**src/hdl/assert_macros.svh**
```systemverilog
// ---------------------------------------------------------------------------
// Assertion macros
// Shared concurrent assertion forms, clocked on clk, disabled in reset.
// ---------------------------------------------------------------------------
`ifndef ASSERT_MACROS_SVH
`define ASSERT_MACROS_SVH

// Property that holds on every clock edge
`define PFSA_ASSERT(lbl, expr) \
    lbl: assert property (@(posedge clk) disable iff (!rst_n) (expr)) \
        else $error("pfsa assertion failed");

// Same-cycle implication
`define PFSA_ASSERT_IMPL(lbl, ante, cons) \
    lbl: assert property (@(posedge clk) disable iff (!rst_n) (ante) |-> (cons)) \
        else $error("pfsa implication failed");

// Next-cycle implication
`define PFSA_ASSERT_NEXT(lbl, ante, cons) \
    lbl: assert property (@(posedge clk) disable iff (!rst_n) (ante) |=> (cons)) \
        else $error("pfsa next-cycle check failed");

`endif

```
**src/hdl/pfsa_pkg.sv**
```systemverilog
// ---------------------------------------------------------------------------
// pfsa_pkg
// Constants, codes and controller/datapath interface types.
// ---------------------------------------------------------------------------
`timescale 1ns / 1ps
`default_nettype none

package pfsa_pkg;

    // Stack geometry
    localparam int STACK_DEPTH = 4096;
    localparam int ADDR_W      = $clog2(STACK_DEPTH);
    localparam int LEVEL_W     = $clog2(STACK_DEPTH + 1);

    // Field widths
    localparam int FRAME_W  = 20;
    localparam int PAGE_W   = 12;
    localparam int PADDR_W  = 32;
    localparam int COUNT_W  = 13;
    localparam int CFG_W    = 20;
    localparam int CFG_IDX_W = 1;

    // Configuration register indexes and reset values
    localparam logic [CFG_IDX_W-1:0] CFG_START = 1'd0;
    localparam logic [CFG_IDX_W-1:0] CFG_END   = 1'd1;
    localparam logic [FRAME_W-1:0]   START_RESET = 20'd4096;
    localparam logic [FRAME_W-1:0]   END_RESET   = 20'd8192;

    // Request actions
    localparam logic [1:0] ACT_ALLOC = 2'd0;
    localparam logic [1:0] ACT_FREE  = 2'd1;
    localparam logic [1:0] ACT_SETUP = 2'd2;

    // Result status codes
    localparam logic [1:0] ST_OK        = 2'd0;
    localparam logic [1:0] ST_EMPTY     = 2'd1;
    localparam logic [1:0] ST_UNALIGNED = 2'd2;
    localparam logic [1:0] ST_FULL      = 2'd3;

    // Controller to datapath commands
    typedef struct packed {
        logic capture;     // latch request, clear pending result
        logic do_alloc;    // pop: decrement level, start stack read
        logic do_free;     // checked push of the freed frame
        logic setup_init;  // empty stack, load first region frame
        logic setup_push;  // push current region frame
        logic setup_stop;  // record total, set setup status
        logic read_done;   // take popped frame from stack memory
        logic load_out;    // move pending result to output register
    } ctrl_cmd_t;

    // Datapath to controller status
    typedef struct packed {
        logic [1:0] act;
        logic       level_zero;
        logic       level_full;
        logic       region_more;
        logic       out_free;
    } dp_stat_t;

endpackage

`default_nettype wire

```
**src/hdl/pfsa_ctrl.sv**
```systemverilog
// ---------------------------------------------------------------------------
// pfsa_ctrl
// Sequencer for alloc, free and setup requests; drives datapath commands.
// ---------------------------------------------------------------------------
`timescale 1ns / 1ps
`default_nettype none

module pfsa_ctrl (
    input  wire logic                  clk,
    input  wire logic                  rst_n,
    input  wire logic                  in_valid,
    output logic                       in_ready,
    input  wire pfsa_pkg::dp_stat_t    stat,
    output pfsa_pkg::ctrl_cmd_t        cmd
);

    import pfsa_pkg::*;

    typedef enum logic [2:0] {
        S_IDLE,
        S_EXEC,
        S_READ,
        S_SETUP,
        S_DONE
    } state_t;

    state_t state_reg;
    state_t state_next;

    // Next state and commands
    always_comb
    begin
        state_next = state_reg;
        cmd        = '0;
        case (state_reg)
            S_IDLE:
            begin
                if (in_valid)
                begin
                    cmd.capture = 1'b1;
                    state_next  = S_EXEC;
                end
            end
            S_EXEC:
            begin
                case (stat.act)
                    ACT_ALLOC:
                    begin
                        cmd.do_alloc = 1'b1;
                        state_next   = stat.level_zero ? S_DONE : S_READ;
                    end
                    ACT_FREE:
                    begin
                        cmd.do_free = 1'b1;
                        state_next  = S_DONE;
                    end
                    ACT_SETUP:
                    begin
                        cmd.setup_init = 1'b1;
                        state_next     = S_SETUP;
                    end
                    default:
                    begin
                        state_next = S_DONE;
                    end
                endcase
            end
            S_READ:
            begin
                cmd.read_done = 1'b1;
                state_next    = S_DONE;
            end
            S_SETUP:
            begin
                if (!stat.region_more || stat.level_full)
                begin
                    cmd.setup_stop = 1'b1;
                    state_next     = S_DONE;
                end
                else
                begin
                    cmd.setup_push = 1'b1;
                end
            end
            S_DONE:
            begin
                if (stat.out_free)
                begin
                    cmd.load_out = 1'b1;
                    state_next   = S_IDLE;
                end
            end
            default:
            begin
                state_next = S_IDLE;
            end
        endcase
    end

    // State register
    always_ff @(posedge clk or negedge rst_n)
    begin
        if (!rst_n)
        begin
            state_reg <= S_IDLE;
        end
        else
        begin
            state_reg <= state_next;
        end
    end

    assign in_ready = (state_reg == S_IDLE);

endmodule

`default_nettype wire

```
**config.mk**
```make
export PLATFORM = sky130hd
export DESIGN_NAME = pfsa_ctrl
export DESIGN_NICKNAME = d
export VERILOG_FILES = /design/src/hdl/assert_macros.svh /design/src/hdl/pfsa_pkg.sv /design/src/hdl/pfsa_ctrl.sv
export SDC_FILE = /design/constraint.sdc
export NUM_CORES = 1
export LEC_CHECK = 0
export BUFFER_PORTS_ARGS = -buffer_cell sky130_fd_sc_hd__buf_2
export CAP_MARGIN = 20
export CORE_AREA = 2 2 39 41
export DETAILED_ROUTE_END_ITERATION = 16
export DIE_AREA = 0 0 41 43
export GPL_TIMING_DRIVEN = 0
export PLACE_DENSITY_LB_ADDON = 0.25
export SLEW_MARGIN = 10
export SYNTH_ARGS = -nofsm -noshare
export SYNTH_HDL_FRONTEND = slang
export SYNTH_SLANG_ARGS = --single-unit
```
**constraint.sdc**
```tcl
create_clock -name clk -period 3.05 [get_ports clk]
set_input_delay 0.305 -clock clk [delete_from_list [all_inputs] [get_ports clk]]
set_output_delay 0.305 -clock clk [all_outputs]
set_load 0.02 [all_outputs]
```
==> metrics.yaml, run 1 <==
syn2layout_area_growth_pct: 56.50
syn_nets: 37
crit_path_max_fanout: 7
fin_setup_tns_ns: 0
m1WireLength_um: 271
synthXorXnorAreaFrac_pct: 0
yosysWarningCount: 0
die_h_um: 43
chipWidth_um: 41
drive_above_1_share_pct: 46.00
hpwl_um: 494.3
first_global_vias: 245
comb_power_share_pct: 50.0
clk_latency_ns: 0.23
vias: 279
synth.area.top_cells: "dfrtp_1 30%, nor4b_4 9.5%, nor2_1 7.5%, nor4b_1 7.0%, nand2b_4 5.5%"
floorplan.initialDensity_pct: 18.08
start_kind: "flip-flop"
internal_power_mw: 0.1649
power.switching_mw: 0.1248
final_nets: 60
synth_top_area_cell: "dfrtp_1"
route.met3.wl_um: 26
first_pass_iters: 4
maxSlewViolCount: 0
maxCapViolations: 0
antenna_left: 0
syn_area_sq_um: 250.2
core_area_sq_mm: 0.001384
synth.top_cell.area_share_pct: 30.00
synth_cell_types: 20
drc_errors: 0
syn_area_per_cell_sq_um: 8.937
placed_cells: 61
track_usage_pct: 7.654
worstPathRequired_ns: 2.74
final_cell_mix: "17 x buf_2, 5 x nor2_1, 3 x clkbuf_4, 3 x dfrtp_1"
clk_pin_slew_ns: 0.03
max_freq_mhz: 611.7
cts_tree: "done"
detail_route.wl_per_cell_um: 9.182
regArea_sq_um: 75.07
post_cts.repair.setup_buffers: 0
rr_worst_depth: 3
cts.htree.levels: 1
power.share.clock_pct: 23.7
p_sw_share_pct: 43.07
top_signal_layer_used: "met3"
hold_viol_final: 0
grt_max_degree: 11
cts_resized: 0
multi_input_area_sq_um: 160.2
cts_hold_buffers: 1
seq_power_share_pct: 26.3
io_pins: 18
rrSetupSlack_ns: 1.93
rsz0062_at_grt: "false"
wl_um: 606
largest_register_ffs: 3
arrival_ns: 1.33
antenna_found_initial: 0
syn_inst: 28
slew_headroom_pct: 82.83
fillers: 168
stdcell_count: 66
routed_via_density: 4.227
place_congestion: 0.5982
clock-sinks: 3
fin_skew_ns: 0.002964
synthAdderAreaFrac_pct: 0
min_path_type: "in2reg"
p_per_area_mw_per_mm2: 739.9
rows: 14
design.die.area_sq_mm: 0.001763
rr_endpoint: "state_reg[0]$_DFFE_PN0P_"
portBuffers: 17
hold_depth: 3
cts.path.max_buffers: 2
drtIter0Drc: 3
antennaDiodeCount: 0
synth.area.mux_share_pct: 0
r2r_start: "state_reg[2]$_DFFE_PN0P_"
period_minus_slack_ns: 1.635
status: "complete, no violations"
hold_end: "state_reg[0]$_DFFE_PN0P_"
synthSimpleGateAreaFrac_pct: 48.50
synth_top_family_by_area: "simple AND/OR/NAND/NOR gates"
grt_overflow_total: 0
cp-end-kind: "output pin"
mostFrequentLayoutCell: "buf_2"
tightest_slew_ns: 0.2539
synth-seq-cells: 3
root_buffer: "clkbuf_4"
period_share_pct: 53.60
tritoncts.num_buffers: 3
min_from: "in_valid"
route.met2.wl_um: 308
grt_pass1_wl_um: 910
p_leak_nw: 0.2000
synth-compound-area-share_pct: 15.50
path_class: "reg2out"
vdd_drop_max_mv: 0.2469
ys_seq_area_share_pct: 30.00
setup_violations: 0
-- cells in the mapped netlist --
library cell,n
nor3b_1,1
a21oi_1,1
dfrtp_1,3
buf_4,1
nor4b_4,1
nand2b_4,1
o21bai_1,1
inv_1,2
nor4b_1,2
and3_1,1
a31o_1,1
o21ai_0,1
nor3_1,1
nor4_1,1
and2_1,1
nand3b_1,1
a21boi_1,1
nand4b_1,1
nor2_1,5
o21ai_1,1
-- critical path, cell delays in order, from the launching register on --
cell      delay [ns]
dfrtp_1         0.42
nand2b_4        0.20
nor4b_4         0.27
buf_2           0.20
-- kinds of logic after synthesis --
group | count (synthesis)
AND/OR/NAND/NOR | 16
AO/OA/AOI/OAI | 6
flip-flops | 3
buffers and inverters | 3
-- layer usage --
layer | track usage (%) | vias up
met1 | 10.06 | 128
met3 | 1.571 | 0
met5 | 0 | -
li1 | - | 145
met4 | 6.000 | 0
met2 | 10.31 | 6
-- power groups by stage --
stage / combinational, mW / clock (mW) / sequential [mW]
5_1_grt: 0.158 / 0.0741 / 0.0796
4_1_cts: 0.148 / 0.0738 / 0.0766
6_report: 0.145 / 0.0686 / 0.0763
3_5_place_dp: 0.147 / 0 / 0.0781
3_3_place_gp: 0.147 / 0 / 0.0777
2_1_floorplan: 0.106 / 0 / 0.0724
-- area by class of cell --
type                            count  share of cell area [%]
Tap cell                           16                   5.112
Inverter                            2                   1.917
Buffer                              1                   1.917
Clock buffer                        4                   6.709
Multi-Input combinational cell     22                   40.89
Sequential cell                     3                   19.17
Timing Repair Buffer               18                   24.28
-- per-stage QoR --
step | hold slack, ns | area [sq um] | util [%] | power, mW | worst slack [ns]
after floorplan | 0.009409 | 250.2 | - | 0.1789 | 1.369
after global placement | 0.1030 | 355.3 | 25.68 | 0.2251 | 1.627
after detailed placement | 0.1027 | 355.3 | 25.68 | 0.2252 | 1.635
after CTS | 0.3717 | 391.6 | 28.30 | 0.2983 | 1.386
after global routing | 0.3959 | 391.6 | 28.30 | 0.3121 | 1.261
final | 0.3717 | 391.6 | 28.30 | 0.2898 | 1.415
-- worst max path at each step --
stage	depth (start not counted)	startpoint	endpoint	slack, ns
global route	3	state_reg[2]$_DFFE_PN0P_	cmd[5]	1.26
floorplan	3	state_reg[1]$_DFFE_PN0P_	cmd[7]	1.37
detailed placement	3	state_reg[2]$_DFFE_PN0P_	cmd[4]	1.63
finish	3	state_reg[2]$_DFFE_PN0P_	cmd[4]	1.42
global placement	3	state_reg[2]$_DFFE_PN0P_	cmd[4]	1.63
CTS	3	state_reg[2]$_DFFE_PN0P_	cmd[4]	1.39
Note: power is estimated with default switching activity, not from simulation.
==> run 2: changes to the inputs <==
--- a/config.mk
+++ b/config.mk
@@ -5,6 +5,7 @@
 export SDC_FILE = /design/constraint.sdc
 export NUM_CORES = 1
 export LEC_CHECK = 0
+export ABC_AREA = 1
 export BUFFER_PORTS_ARGS = -buffer_cell sky130_fd_sc_hd__buf_2
 export CAP_MARGIN = 20
 export CORE_AREA = 2 2 39 41
==> constraint.sdc (replaced) <==
create_clock -name clk -period 1.45 [get_ports clk]
set_input_delay 0.145 -clock clk [delete_from_list [all_inputs] [get_ports clk]]
set_output_delay 0.145 -clock clk [all_outputs]
set_load 0.02 [all_outputs]
==> metrics.yaml, run 2 <==
cts_tree: "done"
wl_um: 583  # -3.8%
final_cell_mix: "16 x buf_2, 11 x nand2_1, 10 x inv_1"
antennaDiodeCount: 0  # unchanged
synth_top_area_cell: "dfrtp_1"
rsz0062_at_grt: "false"
yosys_most_used_dff: "dfrtp_1"
antenna_left: 0  # unchanged
drc_errors: 0  # unchanged
setup_violations: 0  # unchanged
p_leak_nw: 0.2547  # +27%
fin_skew_ns: 0.001458  # -0.001506 ns
power.switching_mw: 0.3057  # +140%
track_usage_pct: 8.249  # +0.60 points
grt_overflow_total: 0  # unchanged
clk_pin_slew_ns: 0.04  # about the same
clock-sinks: 3  # unchanged
core_area_sq_mm: 0.001384  # unchanged
hpwl_um: 478.7  # -3.2%
cts.path.max_buffers: 2  # unchanged
antenna_found_initial: 0  # unchanged
routed_via_density: 3.877  # -8.3%
dp_slack_ns: 0.3325  # -1.302 ns
p_per_area_mw_per_mm2: 1597  # +120%
tightest_slew_ns: 0.1742  # -0.07972 ns
ys_seq_area_share_pct: 29.85  # -0.15 points
synth-seq-cells: 3  # unchanged
io_pins: 18  # unchanged
final_nets: 75  # +25%
netlist_top_cells_count: "11 x nand2_1, 10 x inv_1, 8 x nor2_1"
power.share.clock_pct: 23.1  # -0.6 points
slew_headroom_pct: 88.34  # +5.5 points
vdd_drop_max_mv: 0.3386  # +37%
floorplan.initialDensity_pct: 18.17  # +0.090 points
ys_async_sr_fraction_pct: 100.0  # unchanged
syn2layout_area_growth_pct: 61.19
period_share_pct: 91.43
grt_pass1_wl_um: 890  # -2.2%
start_kind: "flip-flop"
fin_setup_tns_ns: 0  # unchanged
syn_nets: 52  # +41%
max_freq_mhz: 754.3
synth.area.top_cells: "dfrtp_1 30%, nand2_1 16%, inv_1 15%, nor2_1 12%, nor3_1 6.0%"
largest_register_ffs: 3  # unchanged
mostFrequentLayoutCell: "buf_2"
synth.top_cell.area_share_pct: 29.85  # -0.15 points
first_global_vias: 238  # -2.9%
rows: 14  # unchanged
chipWidth_um: 41  # unchanged
stdcell_count: 81  # +23%
cts.htree.levels: 1  # unchanged
clk_latency_ns: 0.23  # about the same
maxSlewViolCount: 0  # unchanged
grt_max_degree: 6  # -5
synth-edff-count: 0  # unchanged
placed_cells: 76  # +25%
synth_most_common_cell: "nand2_1"
p_sw_share_pct: 47.22  # +4.1 points
place_congestion: 0.6773  # +13%
min_path_type: "in2async"
cp-end-kind: "output pin"
design.die.area_sq_mm: 0.001763  # unchanged
first_pass_iters: 4  # unchanged
root_buffer: "clkbuf_4"
utilization_pct: 29.29  # +0.99 points
portBuffers: 17  # unchanged
crit_path_max_fanout: 4  # -3
tritoncts.num_buffers: 3  # unchanged
drtIter0Drc: 2  # -1
drive_above_1_share_pct: 40.00  # -6.0 points
syn_area_per_cell_sq_um: 5.849  # -35%
internal_power_mw: 0.3416  # +110%
vias: 314  # +13%
status: "complete, no violations"
yosysWarningCount: 0  # unchanged
arrival_ns: 1.18  # -0.15 ns
seq_power_share_pct: 22.9  # -3.4 points
path_class: "reg2out"
post_cts.repair.setup_buffers: 0  # unchanged
fin_ws_ns: 0.1242  # -1.291 ns
hold_viol_final: 0  # unchanged
worstPathRequired_ns: 1.31  # -1.43 ns
syn_inst: 43  # +54%
die_h_um: 43  # unchanged
synth_cell_types: 12  # -40%
syn_area_sq_um: 251.5  # +0.50%
detail_route.wl_per_cell_um: 7.198  # -22%
comb_power_share_pct: 54.1  # +4.1 points
maxCapViolations: 0  # unchanged
period_minus_slack_ns: 1.326
==> run 2: what timing repair did <==
item                                    CTS  global route
hold buffers                              1             0
endpoints found under the hold margin     3             0
endpoints found under the setup margin    0             2
gates resized for setup                   0             3
==> run 2: final timing paths <==
| path | to | slack [ns] | cells past startpoint | startpoint |
|---|---|---|---|---|
| min | state_reg[1]$_DFFE_PN0P_ | 0.23 | 2 | rst_n |
| max in group asynchronous | state_reg[2]$_DFFE_PN0P_ | 1.11 | 2 | rst_n |
| min reg2reg | state_reg[0]$_DFFE_PN0P_ | 0.70 | 3 | state_reg[2]$_DFFE_PN0P_ |
| max | cmd[7] | 0.12 | 4 | state_reg[0]$_DFFE_PN0P_ |
| max reg2reg | state_reg[0]$_DFFE_PN0P_ | 0.39 | 6 | state_reg[0]$_DFFE_PN0P_ |
| min in group clk | state_reg[1]$_DFFE_PN0P_ | 0.23 | 4 | stat[3] |
==> run 2: area by class of cell <==
| cell class | count | area, sq um |
|---|---|---|
| well taps | 16 | 20.02 |
| multi-input cells | 30 | 148.9 |
| repair buffers | 18 | 97.59 |
| inverters | 10 | 37.54 |
| flip-flops and latches | 3 | 75.07 |
| clock buffers | 4 | 26.28 |
| fillers | 179 | 978.4 |
==> run 2: per-layer routing <==
metal	vias up	global-route usage (%)	part of all wire [%]
met4	0	8.000	2.7
met2	12	10.00	44
met3	2	4.712	8.6
li1	174	-	-
met1	126	9.385	44
met5	-	0	0
==> run 2: worst max-delay path: stages (launching register included) <==
cell and delay [ns]:
dfrtp_1 0.39, nor2_1 0.18, nand2_1 0.12, nor2_1 0.09, buf_2 0.16
==> run 2: logic make-up after synthesis <==
kind of cell,share of synthesized area (%)
AO/OA/AOI/OAI,11.44
AND/OR/NAND/NOR,43.78
buffers and inverters,14.93
flip-flops,29.85
==> run 2: power by group through the flow <==
stage | Sequential [mW] | Clock (mW) | Combinational, mW
floorplan | 0.143 | 0 | 0.256
global placement | 0.151 | 0 | 0.347
detailed placement | 0.150 | 0 | 0.346
CTS | 0.149 | 0.156 | 0.349
global route | 0.156 | 0.166 | 0.393
finish | 0.148 | 0.149 | 0.350
==> run 2: stage by stage <==
stage | instance area, sq um | power, mW | hold WS [ns]
after detailed placement | 356.6 | 0.4965 | -0.05420
after floorplan | 251.5 | 0.3991 | -0.1506
after global routing | 405.4 | 0.7158 | 0.2525
after CTS | 392.9 | 0.6547 | 0.2264
final | 405.4 | 0.6473 | 0.2273
after global placement | 356.6 | 0.4974 | -0.05637
==> run 3: changes to the inputs <==
==> constraint.sdc (replaced) <==
create_clock -name clk -period 1.45 [get_ports clk]
set_input_delay 0.0725 -clock clk [delete_from_list [all_inputs] [get_ports clk]]
set_output_delay 0.0725 -clock clk [all_outputs]
set_load 0.02 [all_outputs]
==> metrics.yaml, run 3 (same netlist as run 2, synthesis figures left out) <==
route.met2.wl_um: 252  # -2.7%
antenna_left: 0  # unchanged
route.met3.wl_um: 50  # unchanged
cp-end-kind: "output pin"
setup_violations: 0  # unchanged
portBuffers: 17  # unchanged
final_nets: 75  # unchanged
p_sw_share_pct: 47.11  # -0.11 points
first_global_vias: 238  # unchanged
worstPathRequired_ns: 1.38  # +0.07 ns
p_per_area_mw_per_mm2: 1628  # +2.0%
rr_endpoint: "state_reg[0]$_DFFE_PN0P_"
seq_power_share_pct: 23.1  # +0.2 points
min_path_type: "in2reg"
post_cts.repair.setup_buffers: 0  # unchanged
vias: 313  # -0.32%
comb_power_share_pct: 53.4  # -0.7 points
routed_via_density: 3.864  # -0.32%
hold_viol_final: 0  # unchanged
detail_route.wl_per_cell_um: 7.160  # -0.51%
final_cell_mix: "17 x buf_2, 11 x nand2_1, 10 x inv_1"
vdd_drop_max_mv: 0.3180  # -6.1%
slew_headroom_pct: 88.34  # unchanged
stdcell_count: 81  # unchanged
io_pins: 18  # unchanged
syn2layout_area_growth_pct: 56.22
arrival_ns: 1.21  # +0.03 ns
clk_pin_slew_ns: 0.04  # about the same
status: "complete, no violations"
drive_above_1_share_pct: 36.92  # -3.1 points
placed_cells: 76  # unchanged
drc_errors: 0  # unchanged
start_kind: "flip-flop"
rsz0062_at_grt: "false"
die_h_um: 43  # unchanged
wl_um: 580  # -0.51%
core_area_sq_mm: 0.001384  # unchanged
mostFrequentLayoutCell: "buf_2"
root_buffer: "clkbuf_4"
floorplan.initialDensity_pct: 18.17  # unchanged
min_from: "stat[3]"
grt_pass1_wl_um: 890  # unchanged
tightest_slew_ns: 0.1742  # +0.0000002384 ns
antennaDiodeCount: 0  # unchanged
period_share_pct: 88.12  # -3.3 points
drtIter0Drc: 3  # +1
tritoncts.num_buffers: 3  # unchanged
path_class: "reg2out"
track_usage_pct: 8.249  # unchanged
cts_resized: 0  # unchanged
internal_power_mw: 0.3383  # -0.97%
crit_path_max_fanout: 5  # +1
cts.htree.levels: 1  # unchanged
r2r_start: "state_reg[0]$_DFFE_PN0P_"
grt_overflow_total: 0  # unchanged
cts_tree: "done"
rows: 14  # unchanged
fin_setup_tns_ns: 0  # unchanged
rrSetupSlack_ns: 0.39  # about the same
rr_worst_depth: 6  # unchanged
chipWidth_um: 41  # unchanged
period_minus_slack_ns: 1.278  # -0.04804 ns
power.share.clock_pct: 23.5  # +0.4 points
fin_skew_ns: 0.002425  # +0.0009669 ns
antenna_found_initial: 0  # unchanged
m1WireLength_um: 262  # +1.9%
maxSlewViolCount: 0  # unchanged
grt_max_degree: 6  # unchanged
place_congestion: 0.6773  # unchanged
max_freq_mhz: 782.6  # +3.8%
cts.path.max_buffers: 2  # unchanged
design.die.area_sq_mm: 0.001763  # unchanged
maxCapViolations: 0  # unchanged
clk_latency_ns: 0.23  # about the same
top_signal_layer_used: "met4"
fillers: 179  # unchanged
largest_register_ffs: 3  # unchanged
p_leak_nw: 0.2524  # -0.90%
hold_end: "state_reg[1]$_DFFE_PN0P_"
hold_depth: 4
power.switching_mw: 0.3014  # -1.4%
hpwl_um: 478.7  # unchanged
clock-sinks: 3  # unchanged
first_pass_iters: 4  # unchanged
==> run 3: changes by cell type in the layout (fill, tap and decap cells not counted) <==
cell,previous run,this run
buf_2,16,17
buf_4,1,0
nor3_1,1,3
nor3_2,2,0
==> run 3: repair_timing <==
action,4_1_cts,5_1_grt
hold buffers,1,0
hold endpoints to repair,3,0
setup endpoints to repair,0,0
==> run 3: worst max path at each step <==
stage	slack, ns	cells after the start	from	end
global placement	0.38	6	state_reg[0]$_DFFE_PN0P_	state_reg[0]$_DFFE_PN0P_
global route	0.04	5	state_reg[0]$_DFFE_PN0P_	cmd[5]
finish	0.17	4	state_reg[2]$_DFFE_PN0P_	cmd[5]
detailed placement	0.39	6	state_reg[0]$_DFFE_PN0P_	state_reg[0]$_DFFE_PN0P_
CTS	0.14	4	state_reg[2]$_DFFE_PN0P_	cmd[5]
floorplan	0.30	3	state_reg[2]$_DFFE_PN0P_	cmd[5]
==> run 3: power groups by stage <==
stage	clock network (mW)	registers (mW)	logic [mW]
floorplan	0	0.143	0.256
CTS	0.156	0.149	0.349
global placement	0	0.151	0.347
global route	0.166	0.156	0.384
detailed placement	0	0.150	0.346
finish	0.150	0.148	0.342
==> run 3: critical path: stages (launching register included) <==
cell	delay, ns
dfrtp_1	0.42
nor2_2	0.15
nand2_2	0.09
nor3_1	0.13
buf_2	0.18
==> run 3: cell type report <==
| cell class | count | area (sq um) | share of cell area (%) |
|---|---|---|---|
| Clock buffer | 4 | 26.28 | 6.688 |
| Multi-Input combinational cell | 30 | 138.9 | 35.35 |
| Timing Repair Buffer | 18 | 95.09 | 24.20 |
| Sequential cell | 3 | 75.07 | 19.11 |
| Inverter | 10 | 37.54 | 9.554 |
| Tap cell | 16 | 20.02 | 5.096 |
==> run 3: metrics by stage <==
| stage | cell area (sq um) | setup slack [ns] | utilization [%] | power [mW] | hold slack (ns) |
|---|---|---|---|---|---|
| finish | 392.9 | 0.1722 | 28.39 | 0.6397 | 0.1535 |
| global route | 392.9 | 0.03785 | 28.39 | 0.7059 | 0.1800 |
| CTS | 392.9 | 0.1436 | 28.39 | 0.6547 | 0.1539 |
| detailed placement | 356.6 | 0.3920 | 25.77 | 0.4965 | -0.1267 |
| global placement | 356.6 | 0.3776 | 25.77 | 0.4974 | -0.1289 |
| floorplan | 251.5 | 0.2975 | - | 0.3991 | -0.2231 |
==> run 3: per-layer routing <==
layer / up-vias / track usage, %
met5: - / 0
met4: 0 / 8.000
met3: 2 / 4.712
met2: 12 / 10.00
met1: 125 / 9.385
li1: 174 / -
